==> config.mk <==
export PLATFORM = sky130hd
export DESIGN_NAME = emv_div
export DESIGN_NICKNAME = d
export VERILOG_FILES = /design/src/design/emv_pkg.sv /design/src/design/emv_div.sv
export SDC_FILE = /design/constraint.sdc
export NUM_CORES = 1
export LEC_CHECK = 0
export ABC_CLOCK_PERIOD_IN_PS = 5100
export BUFFER_PORTS_ARGS = -buffer_cell sky130_fd_sc_hd__buf_4
export CORE_MARGIN = 2
export CORE_UTILIZATION = 35
export DETAILED_ROUTE_END_ITERATION = 10
export PLACE_DENSITY_LB_ADDON = 0.3
export SLEW_MARGIN = 20
export SYNTH_ARGS = -nofsm -noshare
export SYNTH_HDL_FRONTEND = slang
export SYNTH_SLANG_ARGS = --single-unit
==> constraint.sdc <==
create_clock -name clk -period 5.1 [get_ports clk]
set_clock_uncertainty 0.15 [all_clocks]
set_input_delay 0.51 -clock clk [delete_from_list [all_inputs] [get_ports clk]]
set_output_delay 0.51 -clock clk [all_outputs]
set_load 0.005 [all_outputs]
==> src/design/emv_pkg.sv <==
`default_nettype none
// ----------------------------------------------------------------------------
// Eased value morpher package
// Shared constants, codes, the stored stage record and the cosine series used
// to build the quarter-wave table.
// ----------------------------------------------------------------------------
package emv_pkg;

  localparam int DEF_CHANNELS       = 8;
  localparam int DEF_STAGES         = 4;
  localparam int DEF_COS_TABLE_SIZE = 256;

  localparam int VAL_W  = 32;
  localparam int TIME_W = 32;
  localparam int Q_W    = 16;
  localparam int E_W    = 17;

  localparam logic [1:0] OP_TICK   = 2'd0;
  localparam logic [1:0] OP_START  = 2'd1;
  localparam logic [1:0] OP_FINISH = 2'd2;
  localparam logic [1:0] OP_BREAK  = 2'd3;

  localparam logic [2:0] EASE_LINEAR = 3'd0;
  localparam logic [2:0] EASE_QUAD   = 3'd1;
  localparam logic [2:0] EASE_INVQ   = 3'd2;
  localparam logic [2:0] EASE_SIG    = 3'd3;
  localparam logic [2:0] EASE_ACCEL  = 3'd4;

  localparam logic [1:0] KIND_STATUS = 2'd0;
  localparam logic [1:0] KIND_STEP   = 2'd1;
  localparam logic [1:0] KIND_END    = 2'd2;
  localparam logic [1:0] KIND_DONE   = 2'd3;

  localparam logic [1:0] STAT_OK   = 2'd0;
  localparam logic [1:0] STAT_FULL = 2'd1;
  localparam logic [1:0] STAT_IDLE = 2'd2;

  localparam longint Q30_ONE     = 64'sd1073741824;
  localparam longint HALF_PI_Q30 = 64'sd1686629713;

  // Divisors (2k-1)(2k) of the cosine series terms.
  localparam longint SERIES_DIV [1:8] = '{64'sd2, 64'sd12, 64'sd30, 64'sd56,
                                          64'sd90, 64'sd132, 64'sd182, 64'sd240};

  typedef struct packed {
    logic [2:0]        easing;
    logic [VAL_W-1:0]  from_v;
    logic [VAL_W-1:0]  to_v;
    logic [TIME_W-1:0] beg;
    logic [TIME_W-1:0] fin;
  } stage_t;

  localparam int STAGE_W = $bits(stage_t);

  // Cosine of an angle in Q30 by its Taylor series, rounded to Q16.
  function automatic longint cos_q16(longint ang);
    longint sq;
    longint term;
    longint sum;
    longint v;
    sq   = (ang * ang) / Q30_ONE;
    term = Q30_ONE;
    sum  = term;
    for (int k = 1; k <= 8; k++) begin
      term = -((term * sq) / Q30_ONE) / SERIES_DIV[k];
      sum  = sum + term;
    end
    if (sum < 0) sum = 0;
    v = (sum + 8192) / 16384;
    if (v > 65536) v = 65536;
    return v;
  endfunction

endpackage
`default_nettype wire

==> src/design/emv_div.sv <==
`default_nettype none
// ----------------------------------------------------------------------------
// Progress divider
// Restoring divider giving floor((num << 16) / den) one bit per cycle,
// for num below den; a zero divisor gives zero.
// ----------------------------------------------------------------------------
module emv_div
  import emv_pkg::*;
(
  input  wire logic              clk,
  input  wire logic              rst_n,
  input  wire logic              start,
  input  wire logic [TIME_W-1:0] num,
  input  wire logic [TIME_W-1:0] den,
  output logic                   done,
  output logic      [Q_W-1:0]    quo
);

  localparam int CNT_W = $clog2(Q_W + 1);

  logic              busy_r;
  logic              done_r;
  logic [CNT_W-1:0]  cnt_r;
  logic [TIME_W-1:0] rem_r;
  logic [TIME_W-1:0] den_r;
  logic [Q_W-1:0]    quo_r;
  logic [TIME_W:0]   rem2;
  logic              ge;

  assign rem2 = {rem_r, 1'b0};
  assign ge   = (den_r != '0) && (rem2 >= {1'b0, den_r});

  always_ff @(posedge clk) begin
    if (!rst_n) begin
      busy_r <= 1'b0;
      done_r <= 1'b0;
      cnt_r  <= '0;
    end else begin
      done_r <= 1'b0;
      if (start) begin
        busy_r <= 1'b1;
        cnt_r  <= CNT_W'(Q_W);
        rem_r  <= num;
        den_r  <= den;
      end else if (busy_r) begin
        rem_r <= ge ? TIME_W'(rem2 - {1'b0, den_r}) : rem2[TIME_W-1:0];
        quo_r <= {quo_r[Q_W-2:0], ge};
        cnt_r <= cnt_r - 1'b1;
        if (cnt_r == CNT_W'(1)) begin
          busy_r <= 1'b0;
          done_r <= 1'b1;
        end
      end
    end
  end

  assign done = done_r;
  assign quo  = quo_r;

endmodule
`default_nettype wire

# Word level (Yosys, flattened, before mapping)
# Cells that the tools add are included.
[classes]
n_reduce_logical = 8
n_eq_ne = 1
muxes = 9
n_addsub = 2
bitwise = 3
magnitude_cmp = 1
[ops]
columns = ["operator", "n"]
rows = [
  ["$mux 32", 3],
  ["$ge 33x32->1", 1],
  ["$reduce_bool 32->1", 1],
  ["$sub 32x32->32", 1],
  ["$mux 5", 2],
  ["$eq 5x1->1 const B", 1],
  ["$sub 5x1->5 const B", 1],
  ["$mux 1", 4],
  ["$reduce_and 2->1", 2],
  ["$not 1->1", 3],
  ["$reduce_and 3->1", 1],
  ["$reduce_or 3->1", 1],
  ["$reduce_bool 2->1", 1],
  ["$reduce_or 2->1", 1],
  ["$logic_and 1x1->1", 1],
]
[totals]
out_inout_bits = 17
wordCells = 31
input_bits = 67
ff_bits = 87

# Longest topological paths before layout
# Gate-level depths: netlist of run 1.
[depth]
depth_word = 5
mapped_depth = 14
ltp_nobuf = 11

# Worst setup path before layout of run 1
# No wires, ideal clock.
[synth_timing]
path_kind = "flip-flop to flip-flop"
from = "reg rem_r[7]"
to = "reg rem_r[27], data pin"
setup_ns = 0.261
stages_incl_launch_ff = 13
path_buffers = 2
synth_period_minus_slack_ns = 3.130
t_arrival_ns = 2.719
required_ns = 4.689
setup_slack_ns = 1.970
cell_sequence = "edfxtp_1 -> ha_1 -> buf_2 -> and3_1 -> a221oi_1 -> nor2b_1 -> o311ai_1 -> a211oi_1 -> o31ai_2 -> a21oi_2 -> buf_6 -> and2_1 -> a221o_1"
[synth_via]
elab_chain_cells = 5
word_cells_on_any_way = 6
cone_classes = "add/sub (1); order compare (1); mux (3); reduce/logical (1)"
[synth_lines]
columns = ["element", "line_no", "source"]
rows = [
  ["from (decl)", "emv_div.sv:24", "logic [TIME_W-1:0] rem_r;"],
  ["from (signal assigned)", "emv_div.sv:43", "rem_r <= num;"],
  ["from (signal assigned)", "emv_div.sv:46", "rem_r <= ge ? TIME_W'(rem2 - {1'b0, den_r}) : rem2[TIME_W-1:0];"],
  ["$ge 33x32->1", "emv_div.sv:31", "assign ge = (den_r != '0) && (rem2 >= {1'b0, den_r});"],
  ["$logic_and 1x1->1", "emv_div.sv:31", ""],
  ["$mux 32 (*)", "emv_div.sv:46", ""],
  ["$mux 32 (*)", "emv_div.sv:45", "end else if (busy_r) begin"],
  ["$mux 32 (*)", "emv_div.sv:40", "if (start) begin"],
]
# Mark *: on every way between the ends. The rest lies on a longest branch, timed or not. The select of a mux whose other input is x is not followed.
# A chain may end at the register's enable or synchronous reset.

# Worst setup path in the final report of run 1
[layout_timing]
from = "reg rem_r[7]"
to = "reg rem_r[17], data pin"
# The elaborated chain is that of the path after synthesis.

==> impl_metrics.toml, run 1 <==
[synth]
netlist_area_sq_um = 5311
seq_area_frac_synth_pct = 47.87
synth_edf_count = 80
synthFlopType = "edfxtp_1"
avgSynthCellArea_sq_um = 10.39
yosysWarnings = 0
syn_nets = 613
ys_ff_latch = 87
synth_cell_types = 57
postSynth.asyncResetShare_pct = 0
syn_inst = 511

[sta]
hold_slack_ns = 0.1840
fmax_mhz = 240.9
finalCriticalPeriod_ns = 4.152
slew_violations = 0
finalSetupTns_ns = 0
rsz0062_at_grt = "false"
tightest_slew_ns = 0.9507
finalSetupViolCount = 0
slew_headroom_pct = 36.48
timing.final.crit_share_pct = 81.41
hold_viol_final = 0

[place]
finalWeightedCongestion = 0.8898
hpwl_um = 9319
port-buffer-count = 83

[route]
vias_per_cell = 5.207
drt-met1-wl_um = 5961
drtPass1Iterations = 6
wl_um = 12390
ant_nets = 0
drtIter0Drc = 368
num_vias = 4072
routed.top_layer = "met4"
wl_met2_um = 5712
wl_per_cell_um = 15.84
wl_met3_um = 481
drc = 0

[worst_setup_path]
critical-path-max-stage-delay_ns = 0.74
critPathKind = "flop to flop"
critical_path.endpoint_type = "flop"
crit_chain = "ha_1, and3_1, nand4_1, or4_1, o21ai_1, a41oi_1, o2bb2ai_1, a21oi_4, buf_4, mux2i_1, o21ai_1"
path_buf_inv = 1
path_delay_family = "compound AO/OA/AOI/OAI gates"
cp.arrival_ns = 4.08
slowest_stage = "a21oi_4"
start_kind = "flop"
cp_common_cell = "o21ai_1"
crit_fanout = 27
cp.required_ns = 5.03

[global_routing]
grt_antenna_before_repair = 0
grt_max_degree = 69
grt_pass1_vias = 4061
gr-total-overflow = 0
grt_pass1_wl_um = 20370
grt_use_total_pct = 15.95

[clock_tree]
clk_path_buf_depth = 2
cts_setup_buffers = 0
clk_latency_ns = 0.35
cts.repair.resized = 0
cts_root_buf = "clkbuf_16"
cts_hold_buf = 0
htreeDepth = 3
cts_sinks = 87
cts_inserted_buffers = 9
clkTransAtPathRegs_ns = 0.06
cts_tree = "done"

[floorplan]
dieArea_sq_um = 16180
io_pins = 84
initial_core_util_pct = 35.33
fp-row-count = 45
die_h_um = 127.2
die_w_um = 127.2
fp.coreArea_sq_um = 15030

[cells_and_area]
diodes = 0
syn2layout_area_growth_pct = 20.26
fillers = 1452
drive_above_1_share_pct = 17.51
regArea_sq_um = 2542
fin_nets = 691
multi_input_area_sq_um = 2520

[power_and_ir_drop]
p_switching_w = 0.0006358
p_leak_nw = 2.649
p_clk_share_pct = 30.1
p_comb_share_pct = 28.7
p_seq_share_pct = 41.3
p_sw_share_pct = 29.77
peakVddDrop_v = 0.0001695
power.density_nw_per_um2 = 334.3
p_int_w = 0.001500

[job]
max-cap-violations = 0

[outcome]
outcome = "complete, no violations"

[hold_path]
hold_class = "primary input to flop"
==> worst paths after layout <==
path / startpoint / to / slack (ns) / depth (start not counted)
worst min register to register: quo[0]$_DFFE_PP_ / quo[1]$_DFFE_PP_ / 0.31 / 0
worst max-delay path: rem_r[7]$_DFFE_PP_ / rem_r[17]$_DFFE_PP_ / 0.95 / 11
worst min-delay path: den[0] / den_r[0]$_DFFE_PP_ / 0.18 / 1
worst max register to register: rem_r[7]$_DFFE_PP_ / rem_r[17]$_DFFE_PP_ / 0.95 / 11
==> area by class of cell <==
class | count | area share, %
Clock buffer | 12 | 3.702
Timing Repair Buffer | 85 | 9.990
Clock inverter | 4 | 0.7248
Multi-Input combinational cell | 361 | 39.45
Sequential cell | 87 | 39.80
Inverter | 45 | 2.644
Tap cell | 188 | 3.683
==> cells in the mapped netlist, types with 4 or more instances <==
| cell | instances | area (sq um) |
|---|---|---|
| a211oi_1 | 5 | 37.54 |
| a21o_1 | 20 | 150.1 |
| a21oi_1 | 30 | 150.1 |
| a221o_1 | 6 | 60.06 |
| a31oi_1 | 5 | 31.28 |
| and2_1 | 6 | 37.54 |
| clkbuf_1 | 12 | 45.04 |
| dfxtp_1 | 7 | 140.1 |
| edfxtp_1 | 80 | 2402 |
| ha_1 | 34 | 425.4 |
| inv_1 | 43 | 161.4 |
| mux2i_1 | 21 | 210.2 |
| nand2_1 | 51 | 191.4 |
| nand3_1 | 5 | 25.02 |
| nand4_1 | 8 | 50.05 |
| nor2_1 | 26 | 97.59 |
| nor2b_1 | 4 | 25.02 |
| nor3_1 | 6 | 30.03 |
| nor3b_1 | 7 | 52.55 |
| nor4_1 | 10 | 62.56 |
| o211ai_1 | 4 | 30.03 |
| o21a_1 | 6 | 45.04 |
| o21ai_0 | 19 | 95.09 |
| o21ai_1 | 12 | 60.06 |
| o21bai_1 | 7 | 52.55 |
| or3_1 | 4 | 25.02 |
| xnor2_1 | 22 | 192.7 |
| xor2_1 | 9 | 78.83 |
==> through the flow <==
stage / area (sq um) / power, W / util (%) / instances / setup slack, ns
2_1_floorplan: 5311 / 0.001349 / - / 511 / 1.970
3_3_place_gp: 6102 / 0.001495 / 40.59 / 766 / 1.030
3_5_place_dp: 6105 / 0.001505 / 40.61 / 766 / 0.9223
4_1_cts: 6387 / 0.002153 / 42.49 / 782 / 0.9174
5_1_grt: 6387 / 0.002262 / 42.49 / 782 / 0.6553
6_report: 6387 / 0.002135 / 42.49 / 782 / 0.9481
==> kinds of logic (layout without fill, tap and decap cells) <==
kind of cell,after synthesis,in the layout,share of synthesized area (%)
buf+inv,63,146,4.899
xor+xnor,31,31,5.112
fa+ha+maj,35,35,8.386
compound gates,137,137,17.15
flops,87,87,47.87
simple gates,137,137,12.63
mux,21,21,3.958
==> cells in the final DEF (no fill, tap or decap), drive strengths merged, types with 6 or more instances in the layout <==
| cell type | Yosys | layout |
|---|---|---|
| a221o | 6 | 6 |
| dfxtp | 7 | 7 |
| and2 | 6 | 6 |
| nor2 | 26 | 26 |
| nand4 | 8 | 8 |
| o21bai | 7 | 7 |
| clkbuf | 12 | 12 |
| xnor2 | 22 | 22 |
| ha | 34 | 34 |
| inv | 44 | 44 |
| nand2 | 51 | 51 |
| nor4 | 10 | 10 |
| a21o | 20 | 20 |
| a21oi | 31 | 31 |
| o21ai | 31 | 31 |
| nor3b | 7 | 7 |
| o21a | 6 | 6 |
| xor2 | 9 | 9 |
| nor3 | 6 | 6 |
| edfxtp | 80 | 80 |
| mux2i | 21 | 21 |
| buf | 6 | 85 |
==> power groups by stage <==
stage | Sequential, W | Combinational, W | Clock (W)
finish | 0.000881 | 0.000612 | 0.000642
floorplan | 0.000884 | 0.000465 | 0
detailed placement | 0.000896 | 0.000610 | 0
global route | 0.000888 | 0.000688 | 0.000686
CTS | 0.000881 | 0.000613 | 0.000659
global placement | 0.000895 | 0.000599 | 0
==> registers in the layout (all words and copies together) (netlist names) <==
register / cells
rem_r: 32
quo: 16
cnt_r: 5
den_r: 32
busy_r: 1
done: 1
==> layer usage <==
metal	track usage (%)	vias up
met3	2.680	14
met4	6.787	0
met5	0	-
met2	25.46	90
met1	21.56	1930
li1	-	2038
Note: power is estimated with default switching activity, not from simulation.
==> run 2, diff against run 1 <==
--- a/config.mk
+++ b/config.mk
@@ -5,7 +5,8 @@
 export SDC_FILE = /design/constraint.sdc
 export NUM_CORES = 1
 export LEC_CHECK = 0
-export ABC_CLOCK_PERIOD_IN_PS = 5100
+export ABC_AREA = 1
+export ABC_CLOCK_PERIOD_IN_PS = 4200
 export BUFFER_PORTS_ARGS = -buffer_cell sky130_fd_sc_hd__buf_4
 export CORE_MARGIN = 2
 export CORE_UTILIZATION = 35
==> constraint.sdc (replaced) <==
create_clock -name clk -period 4.2 [get_ports clk]
set_clock_uncertainty 0.15 [all_clocks]
set_input_delay 0.42 -clock clk [delete_from_list [all_inputs] [get_ports clk]]
set_output_delay 0.42 -clock clk [all_outputs]
set_load 0.005 [all_outputs]
==> impl_metrics.toml, run 2 <==
[outcome]
outcome = "complete, no violations"

[floorplan]
fp.coreArea_sq_um = 17960
fp-row-count = 49
dieArea_sq_um = 19360
die_h_um = 139.1
initial_core_util_pct = 35.58
die_w_um = 139.1
io_pins = 84

[route]
drtIter0Drc = 364
wl_um = 17570
vias_per_cell = 4.665
wl_per_cell_um = 14.24
drc = 0
ant_nets = 0
num_vias = 5756
drtPass1Iterations = 5

[sta]
tightest_slew_ns = 0.7109
hold_viol_final = 0
slew_violations = 0
finalSetupTns_ns = 0
fin_ws_ns = 1.138
hold_slack_ns = 0.07891
fmax_mhz = 326.6
timing.final.crit_share_pct = 72.91
rsz0062_at_grt = "false"
finalSetupViolCount = 0
slew_headroom_pct = 52.56
finalCriticalPeriod_ns = 3.062

[synth]
synth_cell_types = 33
ys_ff_latch = 87
seq_area_frac_synth_pct = 39.78
syn_nets = 1019
postSynth.asyncResetShare_pct = 0
netlist_area_sq_um = 6391
avgSynthCellArea_sq_um = 6.970
ys_top_cells_by_area = "edfxtp_1 38%, nand2_1 20%, inv_1 11%, nand3_1 7.0%, ha_1 6.7%"
yosysWarnings = 0
synth.most_common_cell = "nand2_1"
synthFlopType = "edfxtp_1"
netlist.area_leader.share_pct = 37.59
synth_edf_count = 80
synth_top_area_cell = "edfxtp_1"
syn_inst = 917
ys_top_cells_by_count = "345 x nand2_1, 192 x inv_1, 89 x nand3_1"

[cells_and_area]
diodes = 0
fin_nets = 1102
drive_above_1_share_pct = 11.44
stdcell_count = 1234
fin_util_pct = 41.99
final_common_cell = "nand2_1"
final_cell_mix = "345 x nand2_1, 192 x inv_1, 89 x nand3_1"
syn2layout_area_growth_pct = 18.03

[clock_tree]
clk_latency_ns = 0.36
htreeDepth = 3
cts_root_buf = "clkbuf_16"
cts_tree = "done"
cts_inserted_buffers = 9
clkTransAtPathRegs_ns = 0.08
clk_path_buf_depth = 2
cts_setup_buffers = 0
cts_sinks = 87
cts.repair.resized = 0
cts_hold_buf = 0

[worst_setup_path]
path_buf_inv = 1
critical-path-max-stage-delay_ns = 0.46
critPathKind = "flop to flop"
r2r_start = "rem_r[19]$_DFFE_PP_"
cp-startpoint = "rem_r[19]$_DFFE_PP_"
path_delay_family = "simple AND/OR/NAND/NOR gates"
crit_chain = "ha_1, nand2_1, inv_1, a21oi_1, nor2_1, nor2_1, nor2_1, nor2_2, nand2_4, nand2_4, nand2_1, nand3_1, nand2_1"
start_kind = "flop"
cp.required_ns = 4.16
slowest_stage = "edfxtp_1"
crit_fanout = 33
cp.arrival_ns = 3.02
critical_path.endpoint_type = "flop"

[place]
dp_slack_ns = 1.180
port-buffer-count = 83
dpl.cell_count = 1218
hpwl_um = 13560
finalWeightedCongestion = 0.9632

[power_and_ir_drop]
power.density_nw_per_um2 = 385.3
p_leak_nw = 3.984
peakVddDrop_v = 0.0002082

[global_routing]
grt_use_total_pct = 18.66
grt_max_degree = 37
grt_antenna_before_repair = 0
grt_pass1_vias = 5665
grt_pass1_wl_um = 28610
gr-total-overflow = 0

[job]
max-cap-violations = 0

[hold_path]
min-delay-start = "den[29]"
hold_class = "primary input to flop"
==> run 2: cell count changes after synthesis, sizes merged, moves of 9 or more <==
cell,change
a21o,-18
a21oi,-11
inv,+148
mux2i,-21
nand2,+299
nand3,+86
nor2,+31
o21ai,-28
xnor2,-9
==> run 2: logic make-up (layout without fill, tap and decap cells) <==
| family | count (synthesis) | in the layout | share of synthesized area, % |
|---|---|---|---|
| XOR/XNOR | 16 | 16 | 2.193 |
| AO/OA/AOI/OAI | 28 | 28 | 2.369 |
| flip-flops | 87 | 87 | 39.78 |
| AND/OR/NAND/NOR | 543 | 543 | 35.92 |
| adder cells (fa/ha/maj) | 35 | 35 | 6.970 |
| buffers and inverters | 208 | 296 | 12.76 |
==> run 2: stage by stage <==
step	instance area [sq um]	power (W)
4_1_cts	7543	0.002928
3_5_place_dp	7243	0.002089
2_1_floorplan	6391	0.001821
5_1_grt	7543	0.003110
3_3_place_gp	7243	0.002078
6_report	7543	0.002907
==> run 2: power by group <==
group / total [W] / internal, W / switching (W) / leakage [nW]
Sequential: 0.00108 / 0.00104 / 0.0000389 / 0.814
Clock: 0.000831 / 0.000423 / 0.000409 / 0.145
Combinational: 0.000996 / 0.000365 / 0.000631 / 3.03
==> run 2: cell type report <==
class | count | area, sq um
fill | 1888 | 10420
multi-input combinational | 622 | 3033
sequential | 87 | 2542
inverter | 192 | 720.7
timing repair buffer | 88 | 660.6
tap | 229 | 286.5
clock buffer | 9 | 225.2
clock inverter | 7 | 75.07
==> run 2: routing by layer <==
layer / share of wire, % / global-route usage, %
met1: 48 / 26.14
met3: 4.6 / 2.452
met4: 1.7 / 5.423
met2: 45 / 30.28
met5: 0 / 0
==> run 2: worst paths after layout <==
kind,end,slack (ns),depth (start not counted)
worst max-delay path,rem_r[1]$_DFFE_PP_,1.14,13
worst min-delay path,den_r[29]$_DFFE_PP_,0.08,1
worst max register to register,rem_r[1]$_DFFE_PP_,1.14,13
worst min register to register,quo[11]$_DFFE_PP_,0.30,0
